**src/hw/rtl/rlct_pkg.sv**
```systemverilog
// rlct_pkg: types, codes and helpers shared by the led chain transmitter
// depends on nothing
`default_nettype none

package rlct_pkg;

  // item kinds
  localparam logic [2:0] KindSetPixel = 3'd0;
  localparam logic [2:0] KindSetAll   = 3'd1;
  localparam logic [2:0] KindClear    = 3'd2;
  localparam logic [2:0] KindShow     = 3'd3;
  localparam logic [2:0] KindTick     = 3'd4;

  // configuration register indexes
  localparam logic [2:0] RegBrightness = 3'd0;
  localparam logic [2:0] RegPixelCount = 3'd1;
  localparam logic [2:0] RegZeroHigh   = 3'd2;
  localparam logic [2:0] RegZeroLow    = 3'd3;
  localparam logic [2:0] RegOneHigh    = 3'd4;
  localparam logic [2:0] RegOneLow     = 3'd5;
  localparam logic [2:0] RegLatch      = 3'd6;

  localparam int unsigned CfgDataW = 12;

  // byte lane within a pixel row: green, red, blue
  localparam logic [1:0] LaneLast = 2'd2;
  localparam logic [2:0] BitFirst = 3'd7;

  typedef struct packed {
    logic [7:0]  brightness;
    logic [8:0]  pixel_count;
    logic [5:0]  zero_high;
    logic [5:0]  zero_low;
    logic [5:0]  one_high;
    logic [5:0]  one_low;
    logic [11:0] latch;
  } cfg_t;

  localparam cfg_t CfgReset = '{
    brightness:  8'd255,
    pixel_count: 9'd256,
    zero_high:   6'd3,
    zero_low:    6'd9,
    one_high:    6'd9,
    one_low:     6'd3,
    latch:       12'd600
  };

  typedef struct packed {
    logic capture;      // take colour products and index of the item
    logic wr_one;       // write the scaled pixel at the taken index
    logic sweep_start;  // restart the row counter for a sweep
    logic fill_step;    // write the scaled pixel at the row counter
    logic clr_step;     // write zero at the row counter
    logic frame_start;  // show: reset pointers and fetch row zero
    logic frame_load;   // first row into the shift side, prefetch the next
    logic tick_high;
    logic tick_low;
    logic tick_latch;
  } dp_cmd_t;

  typedef struct packed {
    logic idx_ok;
    logic fill_last;
    logic clr_last;
    logic hit_high;
    logic hit_low;
    logic hit_latch;
    logic bit_last;
    logic byte_last;
  } dp_sts_t;

  typedef struct packed {
    logic line_level;
    logic busy_res;
    logic rejected;
    logic frame_done;
  } res_t;

  // x / 255 rounded down, exact for any product of two 8 bit values
  function automatic logic [7:0] div255(input logic [15:0] x);
    logic [16:0] s;
    s = {1'b0, x} + {9'd0, x[15:8]} + 17'd1;
    return s[15:8];
  endfunction

endpackage

`default_nettype wire

```
**src/hw/rtl/rlct_ctrl.sv**
```systemverilog
// rlct_ctrl: sequencer for store sweeps, frame fetch and the bit waveform
// depends on rlct_pkg
`default_nettype none

module rlct_ctrl (
  input  wire logic             clk_i,
  input  wire logic             rst_ni,
  input  wire logic             fire_i,
  input  wire logic [2:0]       kind_i,
  input  rlct_pkg::dp_sts_t     sts_i,
  output rlct_pkg::dp_cmd_t     cmd_o,
  output rlct_pkg::res_t        res_o,
  output logic                  ready_o
);
  import rlct_pkg::*;

  typedef enum logic [7:0] {
    ST_CLR   = 8'b0000_0001,
    ST_IDLE  = 8'b0000_0010,
    ST_SET   = 8'b0000_0100,
    ST_FILL  = 8'b0000_1000,
    ST_LOAD  = 8'b0001_0000,
    ST_HIGH  = 8'b0010_0000,
    ST_LOW   = 8'b0100_0000,
    ST_LATCH = 8'b1000_0000
  } state_e;

  state_e state_q, state_d;
  logic   is_cmd, is_tick, tx_now;

  always_comb begin
    is_cmd  = (kind_i == KindSetPixel) || (kind_i == KindSetAll) ||
              (kind_i == KindClear) || (kind_i == KindShow);
    is_tick = (kind_i == KindTick);
    tx_now  = (state_q == ST_HIGH) || (state_q == ST_LOW) || (state_q == ST_LATCH);
    ready_o = (state_q == ST_IDLE) || tx_now;
  end

  always_comb begin
    state_d          = state_q;
    cmd_o            = '0;
    res_o.line_level = 1'b0;
    res_o.rejected   = fire_i && tx_now && is_cmd;
    res_o.frame_done = 1'b0;
    unique case (state_q)
      ST_CLR: begin
        cmd_o.clr_step = 1'b1;
        if (sts_i.clr_last) state_d = ST_IDLE;
      end
      ST_IDLE: begin
        if (fire_i) begin
          unique case (kind_i)
            KindSetPixel: begin
              cmd_o.capture = 1'b1;
              if (sts_i.idx_ok) state_d = ST_SET;
            end
            KindSetAll: begin
              cmd_o.capture     = 1'b1;
              cmd_o.sweep_start = 1'b1;
              state_d           = ST_FILL;
            end
            KindClear: begin
              cmd_o.sweep_start = 1'b1;
              state_d           = ST_CLR;
            end
            KindShow: begin
              cmd_o.frame_start = 1'b1;
              state_d           = ST_LOAD;
            end
            default: ;
          endcase
        end
      end
      ST_SET: begin
        cmd_o.wr_one = 1'b1;
        state_d      = ST_IDLE;
      end
      ST_FILL: begin
        cmd_o.fill_step = 1'b1;
        if (sts_i.fill_last) state_d = ST_IDLE;
      end
      ST_LOAD: begin
        cmd_o.frame_load = 1'b1;
        state_d          = ST_HIGH;
      end
      ST_HIGH: begin
        if (fire_i && is_tick) begin
          cmd_o.tick_high  = 1'b1;
          res_o.line_level = 1'b1;
          if (sts_i.hit_high) state_d = ST_LOW;
        end
      end
      ST_LOW: begin
        if (fire_i && is_tick) begin
          cmd_o.tick_low = 1'b1;
          if (sts_i.hit_low) begin
            if (sts_i.bit_last && sts_i.byte_last) state_d = ST_LATCH;
            else state_d = ST_HIGH;
          end
        end
      end
      ST_LATCH: begin
        if (fire_i && is_tick) begin
          cmd_o.tick_latch = 1'b1;
          if (sts_i.hit_latch) begin
            res_o.frame_done = 1'b1;
            state_d          = ST_IDLE;
          end
        end
      end
      default: state_d = ST_IDLE;
    endcase
    res_o.busy_res = (state_d == ST_LOAD) || (state_d == ST_HIGH) ||
                     (state_d == ST_LOW) || (state_d == ST_LATCH);
  end

  always_ff @(posedge clk_i or negedge rst_ni) begin
    if (!rst_ni) begin
      state_q <= ST_CLR;
    end else begin
      state_q <= state_d;
    end
  end

endmodule

`default_nettype wire

```
**config.mk**
```make
export PLATFORM = sky130hd
export DESIGN_NAME = rlct_ctrl
export DESIGN_NICKNAME = d
export VERILOG_FILES = /design/src/hw/rtl/rlct_pkg.sv /design/src/hw/rtl/rlct_ctrl.sv
export SDC_FILE = /design/constraint.sdc
export NUM_CORES = 1
export LEC_CHECK = 0
export ABC_AREA = 1
export ABC_CLOCK_PERIOD_IN_PS = 3000
export BUFFER_PORTS_ARGS = -buffer_cell sky130_fd_sc_hd__buf_2
export CAP_MARGIN = 10
export CORE_MARGIN = 5
export CORE_UTILIZATION = 52
export CTS_CLUSTER_DIAMETER = 150
export DETAILED_ROUTE_END_ITERATION = 7
export MAX_ROUTING_LAYER = met4
export PLACE_DENSITY = 0.83
export SLEW_MARGIN = 20
export SYNTH_ARGS = -nofsm -noshare
export SYNTH_HDL_FRONTEND = slang
export SYNTH_SLANG_ARGS = --single-unit
```
**constraint.sdc**
```tcl
create_clock -name clk_i -period 3 [get_ports clk_i]
set_input_delay 0.6 -clock clk_i [delete_from_list [all_inputs] [get_ports clk_i]]
set_output_delay 0.6 -clock clk_i [all_outputs]
set_load 0.01 [all_outputs]
```
Word-level counts from Yosys, hierarchy flattened
Cells that the tools add are included.
Operators by class
  mux-type cells: 33
  equal/unequal tests: 16
  reduce and logical (&&, ||, !) cells: 16
Operators by type and width (count)
  8-bit two-way mux: 11
  8-bit one-hot mux with 7 select lines: 1
  8-bit one-hot mux with 4 select lines: 1
  1-bit two-way mux: 20
  8-bit by 5-bit equality test with 1-bit output, second input constant: 2
  8-bit by 6-bit equality test with 1-bit output, second input constant: 2
  8-bit by 7-bit equality test with 1-bit output, second input constant: 2
  8-bit equality test, second input constant: 2
  1-bit logical OR: 9
  8-bit by 1-bit equality test with 1-bit output, second input constant: 1
  8-bit by 2-bit equality test with 1-bit output, second input constant: 1
  8-bit by 3-bit equality test with 1-bit output, second input constant: 1
  8-bit by 4-bit equality test with 1-bit output, second input constant: 1
  3-bit by 2-bit equality test with 1-bit output, second input constant: 2
  1-bit logical AND: 4
  2-bit OR reduction: 2
  3-bit by 1-bit equality test with 1-bit output, second input constant: 1
  3-bit equality test, second input constant: 1
  3-bit zero test: 1
Word-level totals
  bits in registers: 8
  bits of input ports: 14

Depth between registers and ports, before layout
  depth after elaboration: 9
  mapped depth: 9
  gate-level depth less buffers: 9

Worst setup path after synthesis
Ideal clock, no wire load.
  path type: in2out
  start: in kind_i[2]
  end: out res_o[3] (netlist bit)
  setup slack: 1159 ps
  stages: 5
  data required time: 2400 ps
  buffers on the path: 1
  data arrival time: 1241 ps
  path through: nand2_1 inv_1 nand2_2 nor2_1 buf_4
RTL lines
  start, declared: RTL line rlct_ctrl.sv:9  | input wire logic [2:0] kind_i,
  end, declared: RTL line rlct_ctrl.sv:12  | output rlct_pkg::res_t res_o,

==> impl_results.md <==
* Fill cells at 144
* Sequential Power Share at 0.323
* Finished Core Util at 0.6630
* Max reg flops at 8
* Final setup viols at 0
* Post-CTS Resized at 0
* Post-CTS Hold Buffers at 0
* Mux share of post-synthesis cell area at 0
* Largest cells by area after synthesis: dfrtp_1 22%, nand2_1 16%, nor2_4 13%
* Clock net sink count at 8
* Fin crit share at 0.7114
* Max-cap violations at 0
* Adder-Cell Fraction of Synth Area at 0
* Insertion delay to the later sink of the worst-skew pair at ~0.25 ns
* Slowest stage cell, crit path: dfrtp_1
* Die ar. at between 0.002 and 0.0025 mm2
* Clock Tree Root: clkbuf_4
* Sequential area share after synthesis at 0.2492
* Final count of hold timing violations at 0
* Reg clk slew, reported paths at roughly 0.06 ns
* Simple-gate portion of the synthesized area at 0.6053
* Initial Util at 0.5429
* Detailed placement HPWL at 1.653 mm
* Crit path cell chain: nor2_4, nand2_2, inv_4, nand2_4, nor2_2, nand4_1, nand2_1, buf_2
* Synth warn at 0
* Tot Pwr at 0.4073 mW
* Largest family of logic cells by synthesized area: simple AND/OR/NAND/NOR gates
* Worst ir drop on vdd at approximately 0.25 mV
* DR vias at 854
* Gr usage total at 0.1651
* Mapped Area at slightly above 800 um2
* Crit. End Element: primary output
* WP data required at 2.40 ns
* Mean Syn Cell Area at 6.315 um2
* Max clock buf depth at 2
* Internal Power at approximately 0.24 mW
* Crit path kind: flip-flop to primary output
* Met1 wire length at 838 um
* Congestion Overflow GR at 0
* Synth unique cells at 19
* RePlAce Congestion at 0.8553
* Area delta synth->final at 22.14%
* Initial antenna violation count at 0
* Total Neg Setup Slack at 0 ns
* Pre-Repair DR Iteration Count at 4
* Worst Tran Pin Value at ~0.30 ns
* DR WL met3 at 96 um
* Post-Route WL at 1.847 mm
* Total CTS buffers at 3
* RSZ-0062 raised after global routing: no
* Iteration-0 DRC Markers at 17
* Remaining DRCs at 0
* NetSw at 0.1683 mW
* CTS tree: done
* Number of port buffers at 28
* Top Metal Used: met4
* Routed Antenna Nets at 0
* Combinational share of power at 0.467
* Clock Skew at about 0.0075 ns
* WL met2 at a little under 900 um
* Setup Buffers After CTS at 0
* H-tree depth at 1
* Area taken by flip-flops and latches at 201.4 um2
* Hold slack at 0.1705 ns
* Vias in the first global route at 786
* Placed cells at about 170
* Largest registers in the final layout: state_q x8
* Via density at 4.880
* Share of layout cells above drive strength 1 at 0.3774
* Largest Register: state_q
* Finished Layout Cells at about 180
* CP startpoint kind: flip-flop
* Post-layout minimum cycle time at roughly 2.1 ns
* Diode count at 0
* Synth Register Bits at 8
* Post-synth top area share at 0.2167
* Synth Area in Compound Gates at 0.01238
* Worst EP arrival at 1.53 ns
* Largest net degree at the start of global routing at 9
* Count of final max-slew check failures at 0
* Nets at 174
* Core outline area at 0.001489 mm2
* Area of the multi-input gates at 499.2 um2
* Highest clock rate at 0.4686 GHz
* Worst path max stage delay at approximately 0.42 ns
* Cells after synthesis at 128
* Post-Syn Nets at 142
* Crit-path max FO at 7
* Synth Area in XOR/XNOR at 0
* Most area-hungry cell type in the Yosys netlist: dfrtp_1
* # IOs at 29
* Status: completed
* FP Rows at 14
* Global-route wire length before repair at 3.146 mm
* Die height at 49.43 um
* Pleak at roughly 0.58 nW
* Rel. slew slack at 0.7958
* Routed len/inst at 10.55 um
* Pwr dens at 412.6 mW/mm2
* Clk pwr share at 0.209
* Hold Crit Class: primary input to async pin
* Sw frac at 0.4131
* Die X at 49.43 um
[cells in the final DEF, fill, tap and decap left out]
cell,instances
nor2_1,14
inv_4,1
nor3_1,3
nor3_2,1
nor2_4,9
dfrtp_1,7
clkbuf_1,1
nand2_1,34
nand2_4,2
or2_2,2
dfstp_2,1
buf_2,28
nand2_2,5
clkbuf_4,3
inv_1,22
nand3_1,12
nor4_1,2
inv_2,3
nand4_1,2
o21ai_1,2
nor2_2,5
[path summary, 6_finish.rpt]
path,from,endpoint,slack [ns],depth (start not counted)
setup reg to reg,state_q[4]$_DFF_PN0_,state_q[3]$_DFF_PN0_,1.75,7
min in group clk_i,sts_i[5],state_q[0]$_DFF_PN1_,0.50,2
max in group asynchronous,rst_ni,state_q[0]$_DFF_PN1_,2.59,1
hold / removal,rst_ni,state_q[4]$_DFF_PN0_,0.17,1
setup / recovery,state_q[4]$_DFF_PN0_,cmd_o[7],0.87,8
hold reg to reg,state_q[0]$_DFF_PN1_,state_q[0]$_DFF_PN1_,0.64,4
[per-layer routing]
| metal | track usage | vias to the layer above |
|---|---|---|
| met5 | - | - |
| met1 | 0.2168 | 374 |
| met3 | 0.02141 | 4 |
| met4 | 0.06550 | 0 |
| li1 | - | 449 |
| met2 | 0.2554 | 27 |
[cell families after synthesis]
logic type / Yosys count
AO/OA/AOI/OAI: 2
buffers and inverters: 27
flip-flops: 8
AND/OR/NAND/NOR: 91
[through the flow]
stage	cell area, um2	setup slack, ns
after global routing	987.2	0.6903
after floorplan	808.3	1.159
after detailed placement	960.9	0.8643
final	987.2	0.8658
after CTS	987.2	0.8406
after global placement	960.9	0.8856
[cells in the mapped netlist, drive strengths merged]
| cell | instances |
|---|---|
| buf | 1 |
| dfrtp | 7 |
| dfstp | 1 |
| inv | 26 |
| nand2 | 41 |
| nand3 | 12 |
| nand4 | 2 |
| nor2 | 28 |
| nor3 | 4 |
| nor4 | 2 |
| o21ai | 2 |
| or2 | 2 |
[power by group through the flow]
stage	Combinational, mW	Clock [mW]	Sequential, mW
floorplan	0.146	0	0.129
global placement	0.187	0	0.132
detailed placement	0.191	0	0.133
CTS	0.192	0.0878	0.132
global route	0.210	0.0944	0.134
finish	0.190	0.0853	0.132
[critical path: cells and delay by family, from the launching register on]
family / cells / cell delay, ns
and+or+nand+nor: 6 / 0.64
buffers and inverters: 2 / 0.22
DFF: 1 / 0.42
[final cells by class]
| class | count | area share |
|---|---|---|
| Sequential cell | 8 | 0.2041 |
| Multi-Input combinational cell | 93 | 0.5057 |
| Timing Repair Buffer | 28 | 0.1420 |
| Tap cell | 16 | 0.02028 |
| Inverter | 26 | 0.1014 |
| Clock buffer | 4 | 0.02662 |
(Power assumes the default switching activity.)
